==> config.mk <==
export PLATFORM = sky130hd
export DESIGN_NAME = lzwc_ctrl
export DESIGN_NICKNAME = d
export VERILOG_FILES = /design/src/rtl/lzwc_pkg.sv /design/src/rtl/lzwc_ctrl.sv
export SDC_FILE = /design/constraint.sdc
export NUM_CORES = 1
export LEC_CHECK = 0
export BUFFER_PORTS_ARGS = -buffer_cell sky130_fd_sc_hd__buf_2
export CORE_MARGIN = 5
export CORE_UTILIZATION = 30
export DETAILED_ROUTE_END_ITERATION = 8
export GPL_TIMING_DRIVEN = 0
export SLEW_MARGIN = 40
export SYNTH_ARGS = -nofsm -noshare
export SYNTH_HDL_FRONTEND = slang
export SYNTH_SLANG_ARGS = --single-unit
==> constraint.sdc <==
create_clock -name clk -period 2.3 [get_ports clk]
set_input_delay 0.115 -clock clk [delete_from_list [all_inputs] [get_ports clk]]
set_output_delay 0.115 -clock clk [all_outputs]
set_load 0.005 [all_outputs]
==> src/rtl/lzwc_pkg.sv <==
// ----------------------------------------------------------------------------
// lzwc_pkg
// shared constants, dictionary row layout and the controller/datapath
// command and status types of the lzw byte compressor
// ----------------------------------------------------------------------------
package lzwc_pkg;

	// dictionary size and derived widths
	localparam int unsigned DICT_ENTRIES = 4096;
	localparam int unsigned IDX_W        = $clog2(DICT_ENTRIES);
	localparam int unsigned USED_W       = IDX_W + 1;
	localparam int unsigned SINGLE_BYTES = 256;
	localparam int unsigned CLR_W        = $clog2(SINGLE_BYTES + 1);
	localparam int unsigned CODE_W       = 12;
	localparam int unsigned BYTE_W       = 8;

	// one dictionary row: symbol plus trie links, 0 means no entry
	typedef struct packed {
		logic [BYTE_W-1:0] sym;
		logic [IDX_W-1:0]  first;
		logic [IDX_W-1:0]  last;
		logic [IDX_W-1:0]  sib;
	} dict_row_t;

	typedef enum logic [3:0] {
		ST_CLEAR,
		ST_IDLE,
		ST_START,
		ST_PARENT,
		ST_WALK,
		ST_MISS,
		ST_LINK,
		ST_PARW,
		ST_TAIL
	} ctrl_state_t;

	// read address source
	typedef enum logic [1:0] {
		RD_PREFIX,
		RD_FIRST,
		RD_SIB,
		RD_LAST
	} rd_sel_t;

	// write address and data source
	typedef enum logic [1:0] {
		WR_CLEAR,
		WR_NEW,
		WR_LINK,
		WR_PARENT
	} wr_sel_t;

	typedef struct packed {
		logic    load_input;
		logic    rd_en;
		rd_sel_t rd_sel;
		logic    wr_en;
		wr_sel_t wr_sel;
		logic    save_parent;
		logic    set_single;
		logic    set_hit;
		logic    push_out;
		logic    push_last;
		logic    bump_used;
		logic    restore;
		logic    clr_step;
	} lzwc_cmd_t;

	typedef struct packed {
		logic prefix_zero;
		logic first_end;
		logic sym_match;
		logic sib_end;
		logic room;
		logic parent_has_child;
		logic out_free;
		logic clr_done;
		logic in_last;
	} lzwc_status_t;

endpackage

==> src/rtl/lzwc_ctrl.sv <==
// ----------------------------------------------------------------------------
// lzwc_ctrl
// sequencer of the compressor: dictionary clear, trie lookup, entry insert
// and code emission
// ----------------------------------------------------------------------------
module lzwc_ctrl import lzwc_pkg::*; (
	input  logic         clk,
	input  logic         arst_n,
	input  logic         data_valid,
	output logic         data_stall,
	input  lzwc_status_t status,
	output lzwc_cmd_t    cmd
);

	ctrl_state_t state_q;
	ctrl_state_t state_nxt;

	always_ff @(posedge clk or negedge arst_n) begin
		if (!arst_n) begin
			state_q <= ST_CLEAR;
		end else begin
			state_q <= state_nxt;
		end
	end

	assign data_stall = (state_q != ST_IDLE);

	always_comb begin
		state_nxt = state_q;
		cmd       = '0;
		cmd.rd_sel = RD_PREFIX;
		cmd.wr_sel = WR_CLEAR;
		unique case (state_q)
			ST_CLEAR: begin
				cmd.wr_en    = 1'b1;
				cmd.wr_sel   = WR_CLEAR;
				cmd.clr_step = 1'b1;
				if (status.clr_done) begin
					state_nxt = ST_IDLE;
				end
			end
			ST_IDLE: begin
				if (data_valid) begin
					cmd.load_input = 1'b1;
					state_nxt      = ST_START;
				end
			end
			ST_START: begin
				// the root always holds every single byte
				if (status.prefix_zero) begin
					cmd.set_single = 1'b1;
					state_nxt      = ST_TAIL;
				end else begin
					cmd.rd_en  = 1'b1;
					cmd.rd_sel = RD_PREFIX;
					state_nxt  = ST_PARENT;
				end
			end
			ST_PARENT: begin
				cmd.save_parent = 1'b1;
				if (status.first_end) begin
					state_nxt = ST_MISS;
				end else begin
					cmd.rd_en  = 1'b1;
					cmd.rd_sel = RD_FIRST;
					state_nxt  = ST_WALK;
				end
			end
			ST_WALK: begin
				priority if (status.sym_match) begin
					cmd.set_hit = 1'b1;
					state_nxt   = ST_TAIL;
				end else if (status.sib_end) begin
					state_nxt = ST_MISS;
				end else begin
					cmd.rd_en  = 1'b1;
					cmd.rd_sel = RD_SIB;
				end
			end
			ST_MISS: begin
				if (status.out_free) begin
					cmd.push_out = 1'b1;
					if (status.room) begin
						cmd.wr_en  = 1'b1;
						cmd.wr_sel = WR_NEW;
						if (status.parent_has_child) begin
							cmd.rd_en  = 1'b1;
							cmd.rd_sel = RD_LAST;
							state_nxt  = ST_LINK;
						end else begin
							state_nxt = ST_PARW;
						end
					end else begin
						cmd.set_single = 1'b1;
						state_nxt      = ST_TAIL;
					end
				end
			end
			ST_LINK: begin
				cmd.wr_en  = 1'b1;
				cmd.wr_sel = WR_LINK;
				state_nxt  = ST_PARW;
			end
			ST_PARW: begin
				cmd.wr_en      = 1'b1;
				cmd.wr_sel     = WR_PARENT;
				cmd.bump_used  = 1'b1;
				cmd.set_single = 1'b1;
				state_nxt      = ST_TAIL;
			end
			ST_TAIL: begin
				if (!status.in_last) begin
					state_nxt = ST_IDLE;
				end else if (status.out_free) begin
					cmd.push_out  = 1'b1;
					cmd.push_last = 1'b1;
					cmd.restore   = 1'b1;
					state_nxt     = ST_CLEAR;
				end
			end
			default: begin
				state_nxt = ST_CLEAR;
			end
		endcase
	end

endmodule

---- Word level (Yosys, flattened, before mapping) ----
Index checks and enable logic that the tools add are counted.
cells by class
  multiplexer cells ....................... 39
  eq/ne operators ......................... 14
  reduce and logical (&&, ||, !) cells .... 2
operators with widths
  cell                                                   count
  two-way mux 4 bit                                      9
  case mux 4 bit (9 select lines)                        1
  case mux 3 bit (4 select lines)                        2
  equality test 4 x 3 -> 1 bit, second input constant    4
  two-way mux 1 bit                                      16
  two-way mux 3 bit                                      5
  two-way mux 6 bit                                      2
  equality test 4 x 2 -> 1 bit, second input constant    2
  inequality test 2 bit, second input constant           3
  inequality test 3 bit, second input constant           2
  AND reduction 5 bit                                    1
  equality test 4 x 1 -> 1 bit, second input constant    1
  equality test 4 bit, second input constant             1
  logical NOT 4 bit                                      1
  two-way mux 2 bit                                      2
  inequality test 4 x 1 -> 1 bit, second input constant  1
  case mux 1 bit (3 select lines)                        1
  case mux 1 bit (2 select lines)                        1
word-level totals
  flip-flop bits (word level) ............. 4
  logic and storage cells ................. 56
  input port bits ......................... 12

---- Depth between registers and ports, before layout ----
Gate-level depths: netlist of the first run.
  word-level depth ........................ 4
  mapped depth ............................ 6

---- Worst setup path before layout of the first run ----
OpenSTA, ideal clock, no wires.
  kind .................................... reg2reg
  start point ............................. register state_q[0]
  end point ............................... register state_q[3]
  required time ........................... 2.175 ns
  path slack .............................. 0.763 ns
  period minus slack after synthesis ...... 1.537 ns
  data arrival time ....................... 1.413 ns
  stages on the path, launching flop included .. 6
  setup time .............................. 0.125 ns
  path buffers ............................ 1
  path through ............................ dfrtp_1 > buf_6 > nor2_1 > a32oi_2 > o311ai_4 > mux2_2
on the way
  cells in the longest elaborated chain, start to end .. 3
RTL lines
  item                                                                             RTL line         RTL
  start: declaration                                                               lzwc_ctrl.sv:15  ctrl_state_t state_q;
  start signal: assignment                                                         lzwc_ctrl.sv:22  state_q <= state_nxt;
  equality test 4 x 3 -> 1 bit, or another cell as far along                       lzwc_ctrl.sv:33  unique case (state_q)
  inequality test 3 bit (no line) / inequality test 2 bit (equally long branches)  n/a
  AND reduction 5 bit (no line)                                                    n/a
Several ways; a longest one is shown, not always the timed one.
A chain may end at the register's enable or synchronous reset.

==> results of run 1 <==
## report_power, final
group | leakage [uW] | internal [uW] | total [uW] | switching, uW
Clock | 0.0000138 | 58.3 | 86.7 | 28.3
Combinational | 0.000321 | 283 | 618 | 334
Sequential | 0.0000513 | 99.8 | 136 | 36.3
Total | 0.000387 | 441 | 840 | 399
## cells by family after synthesis
group	after synthesis
multiplexers	3
AND/OR/NAND/NOR	39
AO/OA/AOI/OAI	17
buffers and inverters	10
flip-flops	4
## worst max-delay path: stages, from the launching register on
cell	delay, ns
dfrtp_1	0.33
buf_6	0.14
buf_2	0.21
nand2_1	0.11
o41ai_1	0.29
nand3b_1	0.15
buf_2	0.12
## cell usage after synthesis, types with 2 or more instances
library cell,instances,area share [%]
a21boi_0,2,2.7
and3_1,3,3.3
buf_2,3,2.7
buf_4,2,2.7
dfrtp_1,4,18
inv_1,3,2.0
nand2_1,8,5.3
nand3_1,4,3.5
nand3b_1,2,2.7
nor2_1,8,5.3
nor2b_1,2,2.2
nor3_1,3,2.7
o21ai_0,2,1.8
o221ai_1,2,3.1
## worst max path at each step
stage,from,end,slack [ns],cells after the start
after global placement,state_q[3]$_DFFE_PN0P_,state_q[0]$_DFFE_PN0P_,0.66,4
after CTS,state_q[0]$_DFFE_PN0P_,cmd[13],0.59,6
after detailed placement,state_q[0]$_DFFE_PN0P_,state_q[0]$_DFFE_PN0P_,0.66,5
after global routing,state_q[0]$_DFFE_PN0P_,cmd[13],0.47,6
after floorplan,state_q[0]$_DFFE_PN0P_,state_q[3]$_DFFE_PN0P_,0.76,5
final,state_q[0]$_DFFE_PN0P_,cmd[13],0.61,6
## area by class of cell
class	count	area, um^2
repair buffers	28	145
flip-flops and latches	4	100
fillers	203	1000
clock buffers	3	22.5
plain buffers	6	41.3
well taps	25	31.3
multi-input cells	59	408
inverters	4	15.0
## per-layer routing
metal	share of wire, %	track usage (%)	up-vias
met2	45	19.8	38
li1	-	-	342
met1	43	17.2	329
met4	1.3	4.68	0
met3	9.9	4.23	4
met5	0	0	-
## through the flow
stage / utilization (%) / power [uW] / hold slack (ns) / cells / cell area [um^2]
finish: 43.3 / 840 / 0.208 / 129 / 763
floorplan: - / 569 / -0.181 / 73 / 564
global route: 43.3 / 919 / 0.212 / 129 / 763
CTS: 43.3 / 845 / 0.202 / 129 / 763
global placement: 41.4 / 747 / -0.0801 / 125 / 731
detailed placement: 41.4 / 748 / -0.0790 / 125 / 731
==> run_results.csv, run 1 <==
group,metric,value,unit
outcome,run_status,"completed",
critical_path,r2r-end,"state_q[3]$_DFFE_PN0P_",
critical_path,critPathArrivalTime,1.58,ns
layout,mostFrequentLayoutCells,"buf_2, nand2_1, nor2_1",
sta,timing_hold_violations_final,0,
route,drc_errors,0,
sta,setup_viol,0,
layout,layout_commonest_cell,"buf_2",
floorplan,die_y,53.4,um
clocking,clockRootBuffer,"clkbuf_4",
sta,achievable-frequency,0.591,GHz
clocking,clk_latency,0.23,ns
pwr,power.leakage,0.000387,uW
logic_synthesis,dominant_combinational_cell_family_by_area_after_synthesis,"simple AND/OR/NAND/NOR gates",
place,place_hpwl,1380,um
floorplan,rows,15,
logic_synthesis,average_cell_area_after_synthesis,7.73,um^2
clocking,post-cts-setup-buffer-count,0,
route,drt_wl_total,1810,um
clocking,tritoncts_num_sinks,4,
floorplan,starting_density_of_the_core,32.0,%
pwr,ir_worst_vdd,0.443,mV
logic_synthesis,ys_async_sr_fraction,100,%
sta,fin_ws,0.607,ns
logic_synthesis,yosys.cell_types.count,39,
logic_synthesis,synth-compound-area-share,28.4,%
sta,slew_violations,0,
logic_synthesis,post_synth_xor_area_fraction,0,%
layout,num_antenna_cells,0,
critical_path,r2r_setup_slack,0.64,ns
clocking,cts_inserted_buffers,3,
route,ant_nets,0,
global_routing,global_route.overflow_total,0,
route,routed-via-count,713,
route,drt-pass1-iter-count,4,
global_routing,grt_start_max_net_pins,11,
logic_synthesis,postSynthNetCount,85,
critical_path,r2r-start,"state_q[0]$_DFFE_PN0P_",
layout,layout_cells_sized_above_1,41.3,%
logic_synthesis,yosys.area_share.adder,0,%
critical_path,timing.setup.critical_path_class,"register to output pin",
logic_synthesis,ys_warn_count,0,
critical_path,timing.critical_path.fanout_max,10,
logic_synthesis,synth_ff_type,"dfrtp_1",
sta,timing.final.crit_share,73.6,%
clocking,ctsHtreeMaxLevel,1,
route,detail_route.wl_per_cell,14.0,um
sta,fin_setup_tns,0,ns
logic_synthesis,synthesis.instances,73,
logic_synthesis,synth.cell_area,564,um^2
worst_hold_path,hold_path_class,"input port to async pin",
logic_synthesis,share_of_the_yosys_chip_area_belonging_to_registers,17.7,%
clocking,clk_path_buf_depth,2,
sta,slew_headroom,79.1,%
floorplan,fp.dieW,53.4,um
layout,max_reg_flops,4,
global_routing,first_global_vias,646,
layout,reg_top3,"state_q x4",
floorplan,fp.dieArea,2850,um^2
sta,finalClockSkew,0.00360,ns
layout,fin_nets,118,
logic_synthesis,seq_cells_post_synth,4,
layout,syn2layout_area_growth,35.3,%
critical_path,required,2.18,ns
logic_synthesis,synthSimpleGateAreaFrac,38.1,%
sta,slew_at_the_pin_with_the_worst_max_slew_slack,0.309,ns
flow_run,maximum_capacitance_violations,0,
route,drt-initial-drc-count,39,
logic_synthesis,synth_enable_flop_cells,0,
place,dp_worst_setup_slack,0.659,ns
floorplan,placeable_core_region,1760,um^2
floorplan,io_pins,28,
clocking,path_clk_slew,0.04,ns
sta,rsz0062_at_grt,"no",
sta,post-route-min-period,1.69,ns
critical_path,worst_r2r_path_depth,5,
pwr,pwr_density_cell,1100,nW/um^2
clocking,hold_buf_count_cts,1,
clocking,cts_tree,"done",
logic_synthesis,post_synth_mux_area_share,5.76,%
global_routing,wire_length_of_the_first_global_routing_pass,2790,um
place,place_congestion,0.796,
place,number_of_port_buffers,27,
global_routing,antenna_violations_before_repair,0,
critical_path,crit_path_start_kind,"register",
layout,regMostFlops,"state_q",
global_routing,gr-usage-all-layers,13.1,%
clocking,cts.repair.resized,0,
route,viasPerCell,5.53,
critical_path,cp-end-kind,"output pin",
(Power assumes the default switching activity.)
==> run 2: changes to the inputs <==
- ABC_AREA: unset -> 1
- clock period: 2.3 -> 1.7 ns (I/O delays scaled with it)
==> run_results.csv, run 2 <==
group,metric,value,unit
outcome,run_status,"completed",
critical_path,critPathArrivalTime,1.49,ns
sta,finalClockSkew,0.000972,ns
floorplan,rows,15,
layout,mostFrequentLayoutCells,"nand2_1, buf_2, inv_1",
route,viasPerCell,4.52,
sta,fin_setup_tns,0,ns
floorplan,fp.dieArea,2690,um^2
critical_path,cp-end-kind,"output pin",
pwr,power.leakage,0.000477,uW
pwr,switching_power,400,uW
clocking,tritoncts_num_sinks,4,
route,ant_nets,0,
place,number_of_port_buffers,27,
critical_path,crit_path_start_kind,"register",
sta,achievable-frequency,0.635,GHz
logic_synthesis,postSynthNetCount,107,
global_routing,first_global_vias,605,
clocking,clk_latency,0.23,ns
pwr,power_frac_seq,20.5,%
sta,slew_violations,0,
layout,post_layout_inst_area,716,um^2
place,place_hpwl,1250,um
sta,post-route-min-period,1.58,ns
pwr,ir_worst_vdd,0.551,mV
logic_synthesis,seq_cells_post_synth,4,
logic_synthesis,ys_warn_count,0,
clocking,post-cts-setup-buffer-count,0,
logic_synthesis,share_of_the_yosys_chip_area_belonging_to_registers,19.0,%
logic_synthesis,synth_enable_flop_cells,0,
flow_run,maximum_capacitance_violations,0,
pwr,pwr_density_cell,1140,nW/um^2
logic_synthesis,synth.top_cell.area_share,19.2,%
sta,timing.hold.ws,0.187,ns
floorplan,placeable_core_region,1690,um^2
place,place_congestion,0.811,
critical_path,timing.critical_path.slowest_stage_cell,"dfrtp_1",
sta,timing.final.crit_share,92.7,%
clocking,hold_buf_count_cts,1,
floorplan,fp.dieW,51.9,um
critical_path,timing.setup.critical_path_class,"register to output pin",
logic_synthesis,ys_top_cells_by_area,"nand2_1, dfrtp_1, inv_1",
layout,layout.core_utilization,42.4,%
sta,slew_at_the_pin_with_the_worst_max_slew_slack,0.320,ns
clocking,clockRootBuffer,"clkbuf_4",
pwr,power_switching_share,49.1,%
logic_synthesis,ys_async_sr_fraction,100,%
critical_path,required,1.62,ns
logic_synthesis,synth_most_common_cell,"nand2_1",
global_routing,gr-usage-all-layers,11.3,%
clocking,cts_inserted_buffers,3,
route,drt-initial-drc-count,9,
critical_path,timing.critical_path.fanout_max,8,
global_routing,grt_start_max_net_pins,10,
layout,num_antenna_cells,0,
route,detail_route.wl_per_cell,10.0,um
route,routed-via-count,646,
critical_path,worstPathCellList,"nor2_2 -> nand2_1 -> or2_1 -> nand4_1 -> buf_2",
layout,layout_cells_sized_above_1,31.0,%
global_routing,wire_length_of_the_first_global_routing_pass,2340,um
clocking,path_clk_slew,0.04,ns
floorplan,die_y,51.9,um
route,drc_errors,0,
route,drt-pass1-iter-count,4,
logic_synthesis,yosys.cell_types.count,16,
floorplan,io_pins,28,
sta,slew_headroom,78.6,%
pwr,comb_power_share,65.7,%
pwr,power.total,815,uW
floorplan,starting_density_of_the_core,31.2,%
route,drt_wl_total,1430,um
logic_synthesis,average_cell_area_after_synthesis,5.54,um^2
pwr,cellInternalPower,415,uW
critical_path,crit_buf_inv,1,
logic_synthesis,netlist_top_cells_count,"nand2_1, inv_1, nor2_1",
logic_synthesis,synthesis.instances,95,
critical_path,cpLargestDelayFamily,"simple AND/OR/NAND/NOR gates",
place,postPlaceCellArea,683,um^2
pwr,power_frac_clock,13.8,%
sta,timing_hold_violations_final,0,
global_routing,antenna_violations_before_repair,0,
clocking,cts.repair.resized,0,
clocking,ctsHtreeMaxLevel,1,
layout,fin_nets,140,
clocking,cts_tree,"done",
sta,setup_viol,0,
sta,rsz0062_at_grt,"no",
logic_synthesis,synth_area_leader_cell,"nand2_1",
layout,max_reg_flops,4,
logic_synthesis,synth_ff_type,"dfrtp_1",
clocking,clk_path_buf_depth,2,
layout,regMostFlops,"state_q",
layout,reg_top3,"state_q x4",
global_routing,global_route.overflow_total,0,
logic_synthesis,synth.cell_area,527,um^2
critical_path,critPathMaxStageDelay,0.42,ns
worst_hold_path,hold_path_class,"input port to async pin",
layout,syn2layout_area_growth,35.9,%
[run 2: kinds of logic after synthesis]
family | after synthesis | synth area share, %
AOI/OAI and AO/OA | 4 | 4.28
and+or+nand+nor | 66 | 61.0
buffers and inverters | 21 | 15.7
DFF | 4 | 19.0
[run 2: per-stage QoR]
stage	std cells	setup slack, ns
after floorplan	95	0.524
after global placement	139	0.351
after detailed placement	139	0.355
after CTS	143	0.103
after global routing	143	0.0181
final	143	0.124
[run 2: final cells by class]
cell class	instances	area (um^2)
sequential	4	100
inverter	20	75.1
timing repair buffer	28	145
tap	17	21.3
multi-input combinational	70	344
buffer	1	7.51
fill	198	973
clock buffer	3	22.5
[run 2: final timing paths]
check	from	depth (start not counted)	slack [ns]	to
min in group clk	status[2]	4	0.19	state_q[2]$_DFFE_PN0P_
hold / removal	arst_n	2	0.19	state_q[2]$_DFFE_PN0P_
hold reg to reg	state_q[0]$_DFFE_PN0P_	2	0.57	state_q[0]$_DFFE_PN0P_
setup reg to reg	state_q[0]$_DFFE_PN0P_	6	0.37	state_q[0]$_DFFE_PN0P_
max in group asynchronous	arst_n	2	1.39	state_q[1]$_DFFE_PN0P_
setup / recovery	state_q[3]$_DFFE_PN0P_	5	0.12	cmd[13]
[run 2: power by group through the flow]
stage,registers [uW],clock network (uW),logic [uW]
2_1_floorplan,164,0,374
3_3_place_gp,167,0,543
3_5_place_dp,169,0,545
4_1_cts,168,121,548
5_1_grt,172,125,618
6_report,167,113,535
[run 2: layer usage]
layer	wire, um	part of all wire (%)	GRT usage [%]
met1	647	45	13.8
met2	708	49	19.7
met3	77	5.4	0.860
met4	0	0	5.24
met5	0	0	0
